**src/design/imadec_pkg.sv**
```systemverilog
`default_nettype none

package imadec_pkg;

   // configuration register indexes
   localparam logic CsrStartPredictor = 1'b0;
   localparam logic CsrStartIndex     = 1'b1;

   localparam int unsigned StepEntries = 89;
   localparam logic [6:0]  IdxMax      = 7'd88;

   // saturation limits on the widened predictor sum
   localparam logic signed [17:0] SumMax = 18'sd32767;
   localparam logic signed [17:0] SumMin = -18'sd32768;
   localparam logic signed [15:0] PredMax = 16'sh7FFF;
   localparam logic signed [15:0] PredMin = 16'sh8000;

   // nibble counts after saturation
   localparam logic [1:0] CountNone = 2'd0;
   localparam logic [1:0] CountOne  = 2'd1;
   localparam logic [1:0] CountTwo  = 2'd2;

   localparam logic [14:0] StepTable [0:StepEntries-1] = '{
      15'd7,     15'd8,     15'd9,     15'd10,    15'd11,
      15'd12,    15'd13,    15'd14,    15'd16,    15'd17,
      15'd19,    15'd21,    15'd23,    15'd25,    15'd28,
      15'd31,    15'd34,    15'd37,    15'd41,    15'd45,
      15'd50,    15'd55,    15'd60,    15'd66,    15'd73,
      15'd80,    15'd88,    15'd97,    15'd107,   15'd118,
      15'd130,   15'd143,   15'd157,   15'd173,   15'd190,
      15'd209,   15'd230,   15'd253,   15'd279,   15'd307,
      15'd337,   15'd371,   15'd408,   15'd449,   15'd494,
      15'd544,   15'd598,   15'd658,   15'd724,   15'd796,
      15'd876,   15'd963,   15'd1060,  15'd1166,  15'd1282,
      15'd1411,  15'd1552,  15'd1707,  15'd1878,  15'd2066,
      15'd2272,  15'd2499,  15'd2749,  15'd3024,  15'd3327,
      15'd3660,  15'd4026,  15'd4428,  15'd4871,  15'd5358,
      15'd5894,  15'd6484,  15'd7132,  15'd7845,  15'd8630,
      15'd9493,  15'd10442, 15'd11487, 15'd12635, 15'd13899,
      15'd15289, 15'd16818, 15'd18500, 15'd20350, 15'd22385,
      15'd24623, 15'd27086, 15'd29794, 15'd32767
   };

   // step index movement per code magnitude
   localparam logic signed [4:0] AdjTable [0:7] = '{
      -5'sd1, -5'sd1, -5'sd1, -5'sd1, 5'sd2, 5'sd4, 5'sd6, 5'sd8
   };

endpackage

`default_nettype wire

```
**src/design/imadec_nibble.sv**
```systemverilog
`default_nettype none

module imadec_nibble (
   input  logic signed [15:0] pred,
   input  logic [6:0]         idx,
   input  logic [3:0]         code,
   output logic signed [15:0] next_pred,
   output logic [6:0]         next_idx
);

   logic [6:0]         idx_safe;
   logic [14:0]        step;
   logic [15:0]        diff;
   logic signed [17:0] pred_wide;
   logic signed [17:0] diff_wide;
   logic signed [17:0] sum;
   logic signed [4:0]  adj;
   logic signed [7:0]  idx_sum;

   always_comb begin
      idx_safe = (idx > imadec_pkg::IdxMax) ? imadec_pkg::IdxMax : idx;
      step     = imadec_pkg::StepTable[idx_safe];

      // difference built from shifted copies of the step
      diff = {3'b000, step[14:3]}
           + (code[2] ? {1'b0, step} : 16'd0)
           + (code[1] ? {2'b00, step[14:1]} : 16'd0)
           + (code[0] ? {3'b000, step[14:2]} : 16'd0);

      pred_wide = {{2{pred[15]}}, pred};
      diff_wide = $signed({2'b00, diff});
      sum       = code[3] ? (pred_wide - diff_wide) : (pred_wide + diff_wide);

      if (sum > imadec_pkg::SumMax) begin
         next_pred = imadec_pkg::PredMax;
      end else if (sum < imadec_pkg::SumMin) begin
         next_pred = imadec_pkg::PredMin;
      end else begin
         next_pred = sum[15:0];
      end

      adj     = imadec_pkg::AdjTable[code[2:0]];
      idx_sum = $signed({1'b0, idx_safe}) + $signed({{3{adj[4]}}, adj});
      if (idx_sum < 8'sd0) begin
         next_idx = 7'd0;
      end else if (idx_sum > $signed({1'b0, imadec_pkg::IdxMax})) begin
         next_idx = imadec_pkg::IdxMax;
      end else begin
         next_idx = idx_sum[6:0];
      end
   end

endmodule

`default_nettype wire

```
**src/design/ima_adpcm_decoder.sv**
```systemverilog
`default_nettype none

// channel   dir   ports                                            request / item
// req       in    req_valid req_ready req_code_byte req_nibble_count req_restart   one code byte
// rsp       out   rsp_valid rsp_ready rsp_sample rsp_last          one pcm sample
// csr       in    csr_we csr_index csr_wdata                       register write, no wait
//
// codes are decoded one at a time, low code first, while the output has room; a
// zero-count byte decodes nothing and gives no sample; the predictor and step
// index loop through the single nibble decoder
// synchronous reset clears predictor, step index, start registers and all valid flags
// rsp_ready low holds the sample in the result register; one further request waits
// in the request register while req_ready stays high until it is full

module ima_adpcm_decoder (
   input  logic               clock,
   input  logic               reset,
   input  logic               req_valid,
   output logic               req_ready,
   input  logic [7:0]         req_code_byte,
   input  logic [1:0]         req_nibble_count,
   input  logic               req_restart,
   output logic               rsp_valid,
   input  logic               rsp_ready,
   output logic signed [15:0] rsp_sample,
   output logic               rsp_last,
   input  logic               csr_we,
   input  logic               csr_index,
   input  logic [15:0]        csr_wdata
);

   // configuration registers
   logic signed [15:0] start_pred_ff;
   logic [6:0]         start_idx_ff;

   // decoder state
   logic signed [15:0] pred_ff, pred_in;
   logic [6:0]         idx_ff, idx_in;

   // request register
   logic       hold_valid_ff, hold_valid_in;
   logic       hold_phase_ff, hold_phase_in;
   logic [7:0] hold_byte_ff;
   logic [1:0] hold_count_ff;
   logic       hold_restart_ff;

   // result register
   logic               rsp_valid_ff, rsp_valid_in;
   logic signed [15:0] rsp_sample_ff;
   logic               rsp_last_ff;

   logic               out_free;
   logic               fire;
   logic               is_last;
   logic               hold_done;
   logic               use_start;
   logic signed [15:0] base_pred;
   logic [6:0]         base_idx;
   logic [6:0]         start_idx_sat;
   logic [3:0]         code;
   logic signed [15:0] dec_pred;
   logic [6:0]         dec_idx;
   logic               req_fire;

   // start index above the table end loads as the last entry
   assign start_idx_sat = (start_idx_ff > imadec_pkg::IdxMax) ? imadec_pkg::IdxMax
                                                              : start_idx_ff;

   assign out_free  = !rsp_valid_ff || rsp_ready;
   // a zero-count byte needs no room at the output
   assign fire      = hold_valid_ff &&
                      ((hold_count_ff == imadec_pkg::CountNone) || out_free);
   assign is_last   = hold_phase_ff || (hold_count_ff != imadec_pkg::CountTwo);
   assign hold_done = fire && is_last;
   assign req_ready = !hold_valid_ff || hold_done;
   assign req_fire  = req_valid && req_ready;

   // restart swaps in the start values before the first code of the byte
   assign use_start = hold_restart_ff && !hold_phase_ff;
   assign base_pred = use_start ? start_pred_ff : pred_ff;
   assign base_idx  = use_start ? start_idx_sat : idx_ff;
   assign code      = hold_phase_ff ? hold_byte_ff[7:4] : hold_byte_ff[3:0];

   imadec_nibble u_nibble (
      .pred      (base_pred),
      .idx       (base_idx),
      .code      (code),
      .next_pred (dec_pred),
      .next_idx  (dec_idx)
   );

   always_comb begin
      pred_in       = pred_ff;
      idx_in        = idx_ff;
      hold_valid_in = hold_valid_ff;
      hold_phase_in = hold_phase_ff;
      rsp_valid_in  = rsp_valid_ff;

      if (rsp_valid_ff && rsp_ready) begin
         rsp_valid_in = 1'b0;
      end

      if (fire) begin
         if (hold_count_ff == imadec_pkg::CountNone) begin
            // no code to decode, only the restart takes effect
            pred_in = base_pred;
            idx_in  = base_idx;
         end else begin
            pred_in      = dec_pred;
            idx_in       = dec_idx;
            rsp_valid_in = 1'b1;
         end
         hold_phase_in = !is_last;
         if (is_last) begin
            hold_valid_in = 1'b0;
         end
      end

      if (req_fire) begin
         hold_valid_in = 1'b1;
         hold_phase_in = 1'b0;
      end
   end

   always_ff @(posedge clock) begin
      if (reset) begin
         start_pred_ff <= '0;
         start_idx_ff  <= '0;
         pred_ff       <= '0;
         idx_ff        <= '0;
         hold_valid_ff <= 1'b0;
         hold_phase_ff <= 1'b0;
         rsp_valid_ff  <= 1'b0;
      end else begin
         pred_ff       <= pred_in;
         idx_ff        <= idx_in;
         hold_valid_ff <= hold_valid_in;
         hold_phase_ff <= hold_phase_in;
         rsp_valid_ff  <= rsp_valid_in;
         if (csr_we) begin
            case (csr_index)
               imadec_pkg::CsrStartPredictor: start_pred_ff <= csr_wdata;
               imadec_pkg::CsrStartIndex:     start_idx_ff  <= csr_wdata[6:0];
               default: ;
            endcase
         end
      end
   end

   // payload registers
   always_ff @(posedge clock) begin
      if (req_fire) begin
         hold_byte_ff    <= req_code_byte;
         // a count of three decodes both codes
         hold_count_ff   <= (req_nibble_count == 2'd3) ? imadec_pkg::CountTwo
                                                       : req_nibble_count;
         hold_restart_ff <= req_restart;
      end
      if (fire && (hold_count_ff != imadec_pkg::CountNone)) begin
         rsp_sample_ff <= dec_pred;
         rsp_last_ff   <= is_last;
      end
   end

   assign rsp_valid  = rsp_valid_ff;
   assign rsp_sample = rsp_sample_ff;
   assign rsp_last   = rsp_last_ff;

   // step index never leaves the table
   assert property (@(posedge clock) disable iff (reset) idx_ff <= imadec_pkg::IdxMax)
      else $error("step index beyond table end");

   // second code only pending for a two-code byte
   assert property (@(posedge clock) disable iff (reset)
      hold_phase_ff |-> (hold_valid_ff && (hold_count_ff == imadec_pkg::CountTwo)))
      else $error("second code pending without a two-code byte");

   // a non-final sample always has its partner code still held
   assert property (@(posedge clock) disable iff (reset)
      (rsp_valid_ff && !rsp_last_ff) |-> (hold_valid_ff && hold_phase_ff))
      else $error("first sample without its second code pending");

   // a zero-count byte never produces a sample
   assert property (@(posedge clock) disable iff (reset)
      (fire && (hold_count_ff == imadec_pkg::CountNone) && !(rsp_valid_ff && !rsp_ready))
      |=> (rsp_valid_ff == $past(rsp_valid_ff && !rsp_ready)))
      else $error("sample produced from a zero-count byte");

endmodule

`default_nettype wire
```
**config.mk**
```make
export PLATFORM = sky130hd
export DESIGN_NAME = ima_adpcm_decoder
export DESIGN_NICKNAME = d
export VERILOG_FILES = /design/src/design/imadec_pkg.sv /design/src/design/imadec_nibble.sv /design/src/design/ima_adpcm_decoder.sv
export SDC_FILE = /design/constraint.sdc
export NUM_CORES = 1
export LEC_CHECK = 0
export BUFFER_PORTS_ARGS = -buffer_cell sky130_fd_sc_hd__clkbuf_2
export CAP_MARGIN = 0
export CORE_ASPECT_RATIO = 1.4
export CORE_UTILIZATION = 30
export CTS_CLUSTER_SIZE = 40
export DETAILED_ROUTE_END_ITERATION = 10
export MAX_ROUTING_LAYER = met4
export SETUP_SLACK_MARGIN = 0.02
export SLEW_MARGIN = 15
export SYNTH_ARGS = -nofsm -noshare
export SYNTH_HDL_FRONTEND = slang
export SYNTH_SLANG_ARGS = --single-unit
```
**constraint.sdc**
```tcl
create_clock -name clock -period 26.2 [get_ports clock]
set_input_delay 5.24 -clock clock [delete_from_list [all_inputs] [get_ports clock]]
set_output_delay 5.24 -clock clock [all_outputs]
set_load 0.01 [all_outputs]
```
## Word level (Yosys, flattened, before mapping)

Memory sizes are Yosys's and may differ from the RTL's.
Index checks and enable logic that the tools add are counted.

- Bits in read-only memories: 1960
- Memories: 2
- Flip-flop bits (word level): 77
- Bits of input ports: 33
- Bits in latches: 0
- Memory bits (writable): 0

Memories:

| name | words | width | rd ports | clocked after Yosys merged registers in | wr ports | RTL line | source |
|---|---|---|---|---|---|---|---|
| (no name shown) | 128 | 15 | 1 | 0 | 0 | imadec_nibble.sv:22 | `step = imadec_pkg::StepTable[idx_safe];` |
| (no name shown) | 8 | 5 | 1 | 0 | 0 | imadec_nibble.sv:42 | `adj = imadec_pkg::AdjTable[code[2:0]];` |

- Bitwise logic cells: 3
- $add $sub $neg: 6
- Shift-type cells: 0
- Equal/unequal tests: 2
- Div/mod/pow operators: 0
- Mux-type cells: 25
- Reductions and logical operators: 22
- Magnitude comparators: 8
- Multipliers: 0

Operator list:

| kind | number |
|---|---|
| two-way mux 16 bit | 4 |
| two-way mux 15 bit | 3 |
| two-way mux 7 bit | 6 |
| adder 16 bit | 2 |
| adder 16 x 17 -> 18 bit | 1 |
| greater-than comparator 18 x 16 -> 1 bit, second input constant | 1 |
| < comparator 18 x 16 -> 1 bit, second input constant | 1 |
| two-way mux 18 bit | 1 |
| subtractor 16 x 17 -> 18 bit | 1 |
| adder 12 x 16 -> 16 bit | 1 |
| greater-than comparator 7 bit, second input constant | 2 |
| two-way mux 14 bit | 1 |
| two-way mux 13 bit | 1 |
| two-way mux 5 bit | 2 |
| adder 8 x 5 -> 8 bit | 1 |
| >= comparator 8 bit, second input constant | 1 |
| greater-than comparator 8 bit, second input constant | 1 |
| < comparator 8 x 1 -> 1 bit, second input constant | 1 |
| inverter 7 -> 8 bit | 1 |
| logical AND 1 bit | 6 |
| two-way mux 1 bit | 6 |
| AND reduction 2 bit | 3 |
| nonzero test 2 bit | 3 |
| >= comparator 4 bit, second input constant | 1 |
| 9 further kinds | 15 |

## Logic depth before layout (Yosys ltp)

- Word-level depth: 19
- Mapped depth: 47
- Mapped depth without buffers: 42

## By module

A second synthesis with hierarchy kept.

- Cell total of the unflattened synthesis: 1024
- Area total of the unflattened synthesis: 8102.8 µm²

By module, submodules not included:

| module | times used | area an instance (µm²) | cells an instance |
|---|---|---|---|
| imadec_nibble | 1 | 4943.5 | 727 |
| ima_adpcm_decoder | 1 | 3159.3 | 297 |

## Least setup slack after synthesis

Ideal clock, no wire load.

- Path kind: input port to output port
- From: input rsp_ready
- To: output req_ready
- Setup slack: 15.128 ns
- Path buffers: 0
- Arrival time: 5.832 ns
- Stages on the path: 3
- Cell sequence: nand2b_1 -> o21ai_0 -> o21ai_0

- Cells in the longest elaborated chain, start to end: 5

Ends and longest elaborated chain:

| item | RTL line | source |
|---|---|---|
| start: declaration | ima_adpcm_decoder.sv:24 | `input logic rsp_ready,` |
| logical OR 1 bit | ima_adpcm_decoder.sv:69 | `assign out_free = !rsp_valid_ff \|\| rsp_ready;` |
| logical OR 1 bit | ima_adpcm_decoder.sv:72 | `((hold_count_ff == imadec_pkg::CountNone) \|\| out_free);` |
| logical AND 1 bit | ima_adpcm_decoder.sv:71 | `assign fire = hold_valid_ff &&` |
| logical AND 1 bit | ima_adpcm_decoder.sv:74 | `assign hold_done = fire && is_last;` |
| logical OR 1 bit | ima_adpcm_decoder.sv:75 | `assign req_ready = !hold_valid_ff \|\| hold_done;` |
| end: declaration | ima_adpcm_decoder.sv:19 | `output logic req_ready,` |

Every way passes these cells.

## Final worst setup path

- From: register hold_phase_ff
- To: register pred_ff[2]

- Cells in the longest elaborated chain, start to end: 19

Ends and longest elaborated chain:

| item | RTL line | source |
|---|---|---|
| start: declaration | ima_adpcm_decoder.sv:42 | `logic hold_phase_ff, hold_phase_in;` |
| start signal: assignment | ima_adpcm_decoder.sv:138 | `hold_phase_ff <= hold_phase_in;` |
| zero test 1 bit | ima_adpcm_decoder.sv:79 | `assign use_start = hold_restart_ff && !hold_phase_ff;` |
| logical AND 1 bit | ima_adpcm_decoder.sv:79 |  |
| two-way mux 7 bit | ima_adpcm_decoder.sv:81 | `assign base_idx = use_start ? start_idx_sat : idx_ff;` |
| greater-than comparator 7 bit | imadec_nibble.sv:21 | `idx_safe = (idx > imadec_pkg::IdxMax) ? imadec_pkg::IdxMax : idx;` |
| two-way mux 7 bit | imadec_nibble.sv:21 |  |
| inverter 7 -> 8 bit (not written as such) | imadec_nibble.sv:22 |  |
| memory read (128 x 15 bit) | n/a |  |
| two-way mux 15 bit (not written as such) (2 in a row) | imadec_nibble.sv:22 |  |
| [... 2 more ...] | n/a |  |
| adder 16 bit | imadec_nibble.sv:27 | `+ (code[1] ? {2'b00, step[14:1]} : 16'd0)` |
| adder 16 bit | imadec_nibble.sv:28 | `+ (code[0] ? {3'b000, step[14:2]} : 16'd0);` |
| adder 16 x 17 -> 18 bit or subtractor 16 x 17 -> 18 bit (tied branches) | imadec_nibble.sv:32 | `sum = code[3] ? (pred_wide - diff_wide) : (pred_wide + diff_wide);` |
| two-way mux 18 bit | imadec_nibble.sv:32 |  |
| < comparator 18 x 16 -> 1 bit | imadec_nibble.sv:36 | `end else if (sum < imadec_pkg::SumMin) begin` |
| two-way mux 16 bit | imadec_nibble.sv:36 |  |
| two-way mux 16 bit | imadec_nibble.sv:34 | `if (sum > imadec_pkg::SumMax) begin` |
| two-way mux 16 bit * | ima_adpcm_decoder.sv:104 | `if (hold_count_ff == imadec_pkg::CountNone) begin` |
| end signal: assignment | ima_adpcm_decoder.sv:135 | `pred_ff <= pred_in;` |
| end: declaration | ima_adpcm_decoder.sv:37 | `logic signed [15:0] pred_ff, pred_in;` |

Mark *: on every way between the ends. The rest lies on a longest branch, timed or not. The select of a mux whose other input is x is not followed.
A chain may end at the register's enable or synchronous reset.

==> flow_metrics.env <==
export IMPL_dr_pass1_iters=5
export IMPL_fin_nets=1180
export IMPL_startpoint="hold_phase_ff$_SDFFE_PP0P_"
export IMPL_synth_seq_cells=77
export IMPL_outcome="complete, no violations"
export IMPL_dp_hpwl_um=18670
export IMPL_synth_main_ff_cell="dfxtp_1"
export IMPL_synth_distinct_cells=69
export IMPL_cts_setup_buffers=0
export IMPL_p_total_uw=736.3
export IMPL_grt_max_degree=53
export IMPL_io_pins=52
export IMPL_place_ws_ns=14.43
export IMPL_start_util_pct=30.53
export IMPL_worstReg2RegStart="hold_phase_ff$_SDFFE_PP0P_"
export IMPL_slew_violations=0
export IMPL_setup_viol=0
export IMPL_rsz0062_at_grt="no"
export IMPL_synth_edf_count=28
export IMPL_num_antenna_cells=0
export IMPL_io_buffer_count=51
export IMPL_routed_wl_um=24130
export IMPL_syn_to_final_growth_pct=10.81
export IMPL_ctsHoldBuffers=0
export IMPL_endpoint_kind="register"
export IMPL_cts_sink_count=77
export IMPL_row_count=71
export IMPL_setup_tns_final_ns=0
export IMPL_grt_pass1_wl_um=38680
export IMPL_place_congestion=1.013
export IMPL_cp_slowest_cell="mux2i_1"
export IMPL_cp_max_fo=31
export IMPL_worstSkewPairLatency_ns=0.34
export IMPL_powerDensity_nw_per_um2=81.12
export IMPL_max_cap_violations=0
export IMPL_synth_async_reset_ratio_pct=0
export IMPL_min_period_ns=11.86
export IMPL_cp_start_kind="register"
export IMPL_vias=7758
export IMPL_setup_ws_ns=14.34
export IMPL_utilization_pct=33.84
export IMPL_antenna_found_initial=0
export IMPL_drt_iter0_drc=497
export IMPL_hold_violations=0
export IMPL_core_region_area_um2=26830
export IMPL_ys_warn_count=0
export IMPL_cp_arrival_ns=12.09
export IMPL_track_usage_pct=17.92
export IMPL_period_share_pct=45.28
export IMPL_die_area_um2=27980
export IMPL_clk_pin_slew_ns=0.06
export IMPL_syn_area_um2=8192
export IMPL_cts_resized=0
export IMPL_min_path_cells=2
export IMPL_clock_skew_ns=0.007780
export IMPL_synth_cells=1049
export IMPL_grt_pass1_vias=7522
export IMPL_synth_top_area_share_pct=11.97
export IMPL_synthTopCellsByCount="124 x nor2_1, 118 x nand2_1, 93 x a21oi_1, 71 x o21ai_0, 63 x inv_1"
export IMPL_drive_above_1_share_pct=12.12
export IMPL_design_area_um2=9077
export IMPL_synth_nets=1170
export IMPL_timing_slew_headroom_pct=21.88
export IMPL_fmaxAchievable_mhz=84.30
export IMPL_drc=0
export IMPL_placed_area_um2=8760
export IMPL_syn_avg_cell_area_um2=7.809
export IMPL_cts_buffer_depth=2
export IMPL_tritoncts="yes"
export IMPL_hold_class="reg -> reg"
export IMPL_cts_root_buf="clkbuf_16"
export IMPL_vias_per_cell=5.429
export IMPL_power_leakage_nw=3.823
export IMPL_r2r_cells=38
export IMPL_synth_most_common_cell="nor2_1"
export IMPL_synth_area_leaders="dfxtp_1 12%, edfxtp_1 10%, ha_1 9.3%"
export IMPL_synth_top_area_cell="dfxtp_1"
export IMPL_die_h_um=197.5
export IMPL_globalRoute_totalOverflow=0
export IMPL_routedWlPerCell_um=16.89
export IMPL_htreeDepth=3
export IMPL_slowest_delay_ns=0.85
export IMPL_min_from="pred_ff[15]$_SDFFE_PP0P_"
export IMPL_worstMarginPinSlew_ns=1.157
export IMPL_required_ns=26.43
export IMPL_seq_area_frac_synth_pct=22.24
export IMPL_critPathKind="reg -> reg"
export IMPL_ir_worst_vdd_mv=0.05508
export IMPL_fillers=2862
export IMPL_drtAntennaViolNets=0
export IMPL_die_w_um=141.7
export IMPL_numCtsBuffers=9
## cells by family (layout without fill, tap and decap cells)
logic type	after synthesis	in the layout	share of synthesized area [%]
flip-flops	77	77	22.24
XOR/XNOR	34	34	3.635
adder cells (fa/ha/maj)	88	88	15.92
buffers and inverters	131	146	6.232
AO/OA/AOI/OAI	322	322	27.92
multiplexers	31	31	4.048
AND/OR/NAND/NOR	366	366	20.01
## per-stage QoR
| step | hold WS (ns) | cells |
|---|---|---|
| 6_report | 0.4564 | 1429 |
| 5_1_grt | 0.4762 | 1429 |
| 4_1_cts | 0.4567 | 1429 |
| 3_5_place_dp | 0.4479 | 1413 |
| 3_3_place_gp | 0.4376 | 1413 |
| 2_1_floorplan | 0.4313 | 1049 |
## worst max-delay path, delay by kind of cell, from the launching register on
kind / cells / cell delay [ns]
AOI/OAI and AO/OA: 13 / 3.33
muxes: 1 / 0.85
buffers and inverters: 5 / 1.40
DFF: 1 / 0.44
and+or+nand+nor: 11 / 2.91
xor gates and xnor gates: 2 / 0.34
adders and majority gates: 6 / 2.43
## layout by cell type, fill, tap and decap left out, drive strengths merged, types with 6 or more instances in the layout
cell type    n
nor2       124
nand2      118
a21oi       93
o21ai       72
inv         66
clkbuf      62
ha          61
dfxtp       49
nor3        34
edfxtp      28
fa          27
nand3       26
o211ai      19
a21o        18
xnor2       18
mux2        17
a2111oi     17
xor2        16
buf         15
a211oi      14
mux2i       14
nand2b      13
nor2b       11
a31oi       10
o21a        10
and2        10
or2          8
o21bai       7
o311ai       6
a22oi        6
## layer usage
metal / up-vias / wire, um / GRT usage [%]
met5: - / 0 / -
met4: 0 / 1316 / 9.797
met3: 82 / 1113 / 2.473
met2: 255 / 12120 / 31.69
met1: 3660 / 9582 / 19.21
li1: 3761 / - / -
## state kept, by name, indices dropped and copies added, names as in the netlist
signal           flops
hold_byte_ff         8
hold_count_ff        2
hold_phase_ff        1
hold_restart_ff      1
hold_valid_ff        1
idx_ff               7
pred_ff             16
rsp_last             1
rsp_sample          16
rsp_valid            1
start_idx_ff         7
start_pred_ff       16
## report_power, final
| group | internal, mW | total [mW] | switching (mW) |
|---|---|---|---|
| Combinational | 0.170 | 0.451 | 0.280 |
| Sequential | 0.147 | 0.154 | 0.00676 |
| Clock | 0.0802 | 0.132 | 0.0515 |
## cell type report
cell class | instances | area [um^2] | area share, %
Multi-Input combinational cell | 841 | 5873 | 64.70
Clock buffer | 11 | 252.7 | 2.784
Timing Repair Buffer | 66 | 367.9 | 4.052
Inverter | 64 | 240.2 | 2.646
Tap cell | 365 | 456.7 | 5.031
Sequential cell | 77 | 1822 | 20.07
Clock inverter | 5 | 65.06 | 0.7167
## final timing paths
kind	endpoint	slack, ns
worst min-delay path	pred_ff[15]$_SDFFE_PP0P_	0.46
worst min register to register	pred_ff[15]$_SDFFE_PP0P_	0.46
worst max-delay path	pred_ff[2]$_SDFFE_PP0P_	14.34
worst max register to register	pred_ff[2]$_SDFFE_PP0P_	14.34
No activity file was read; power rests on OpenSTA's default activity.
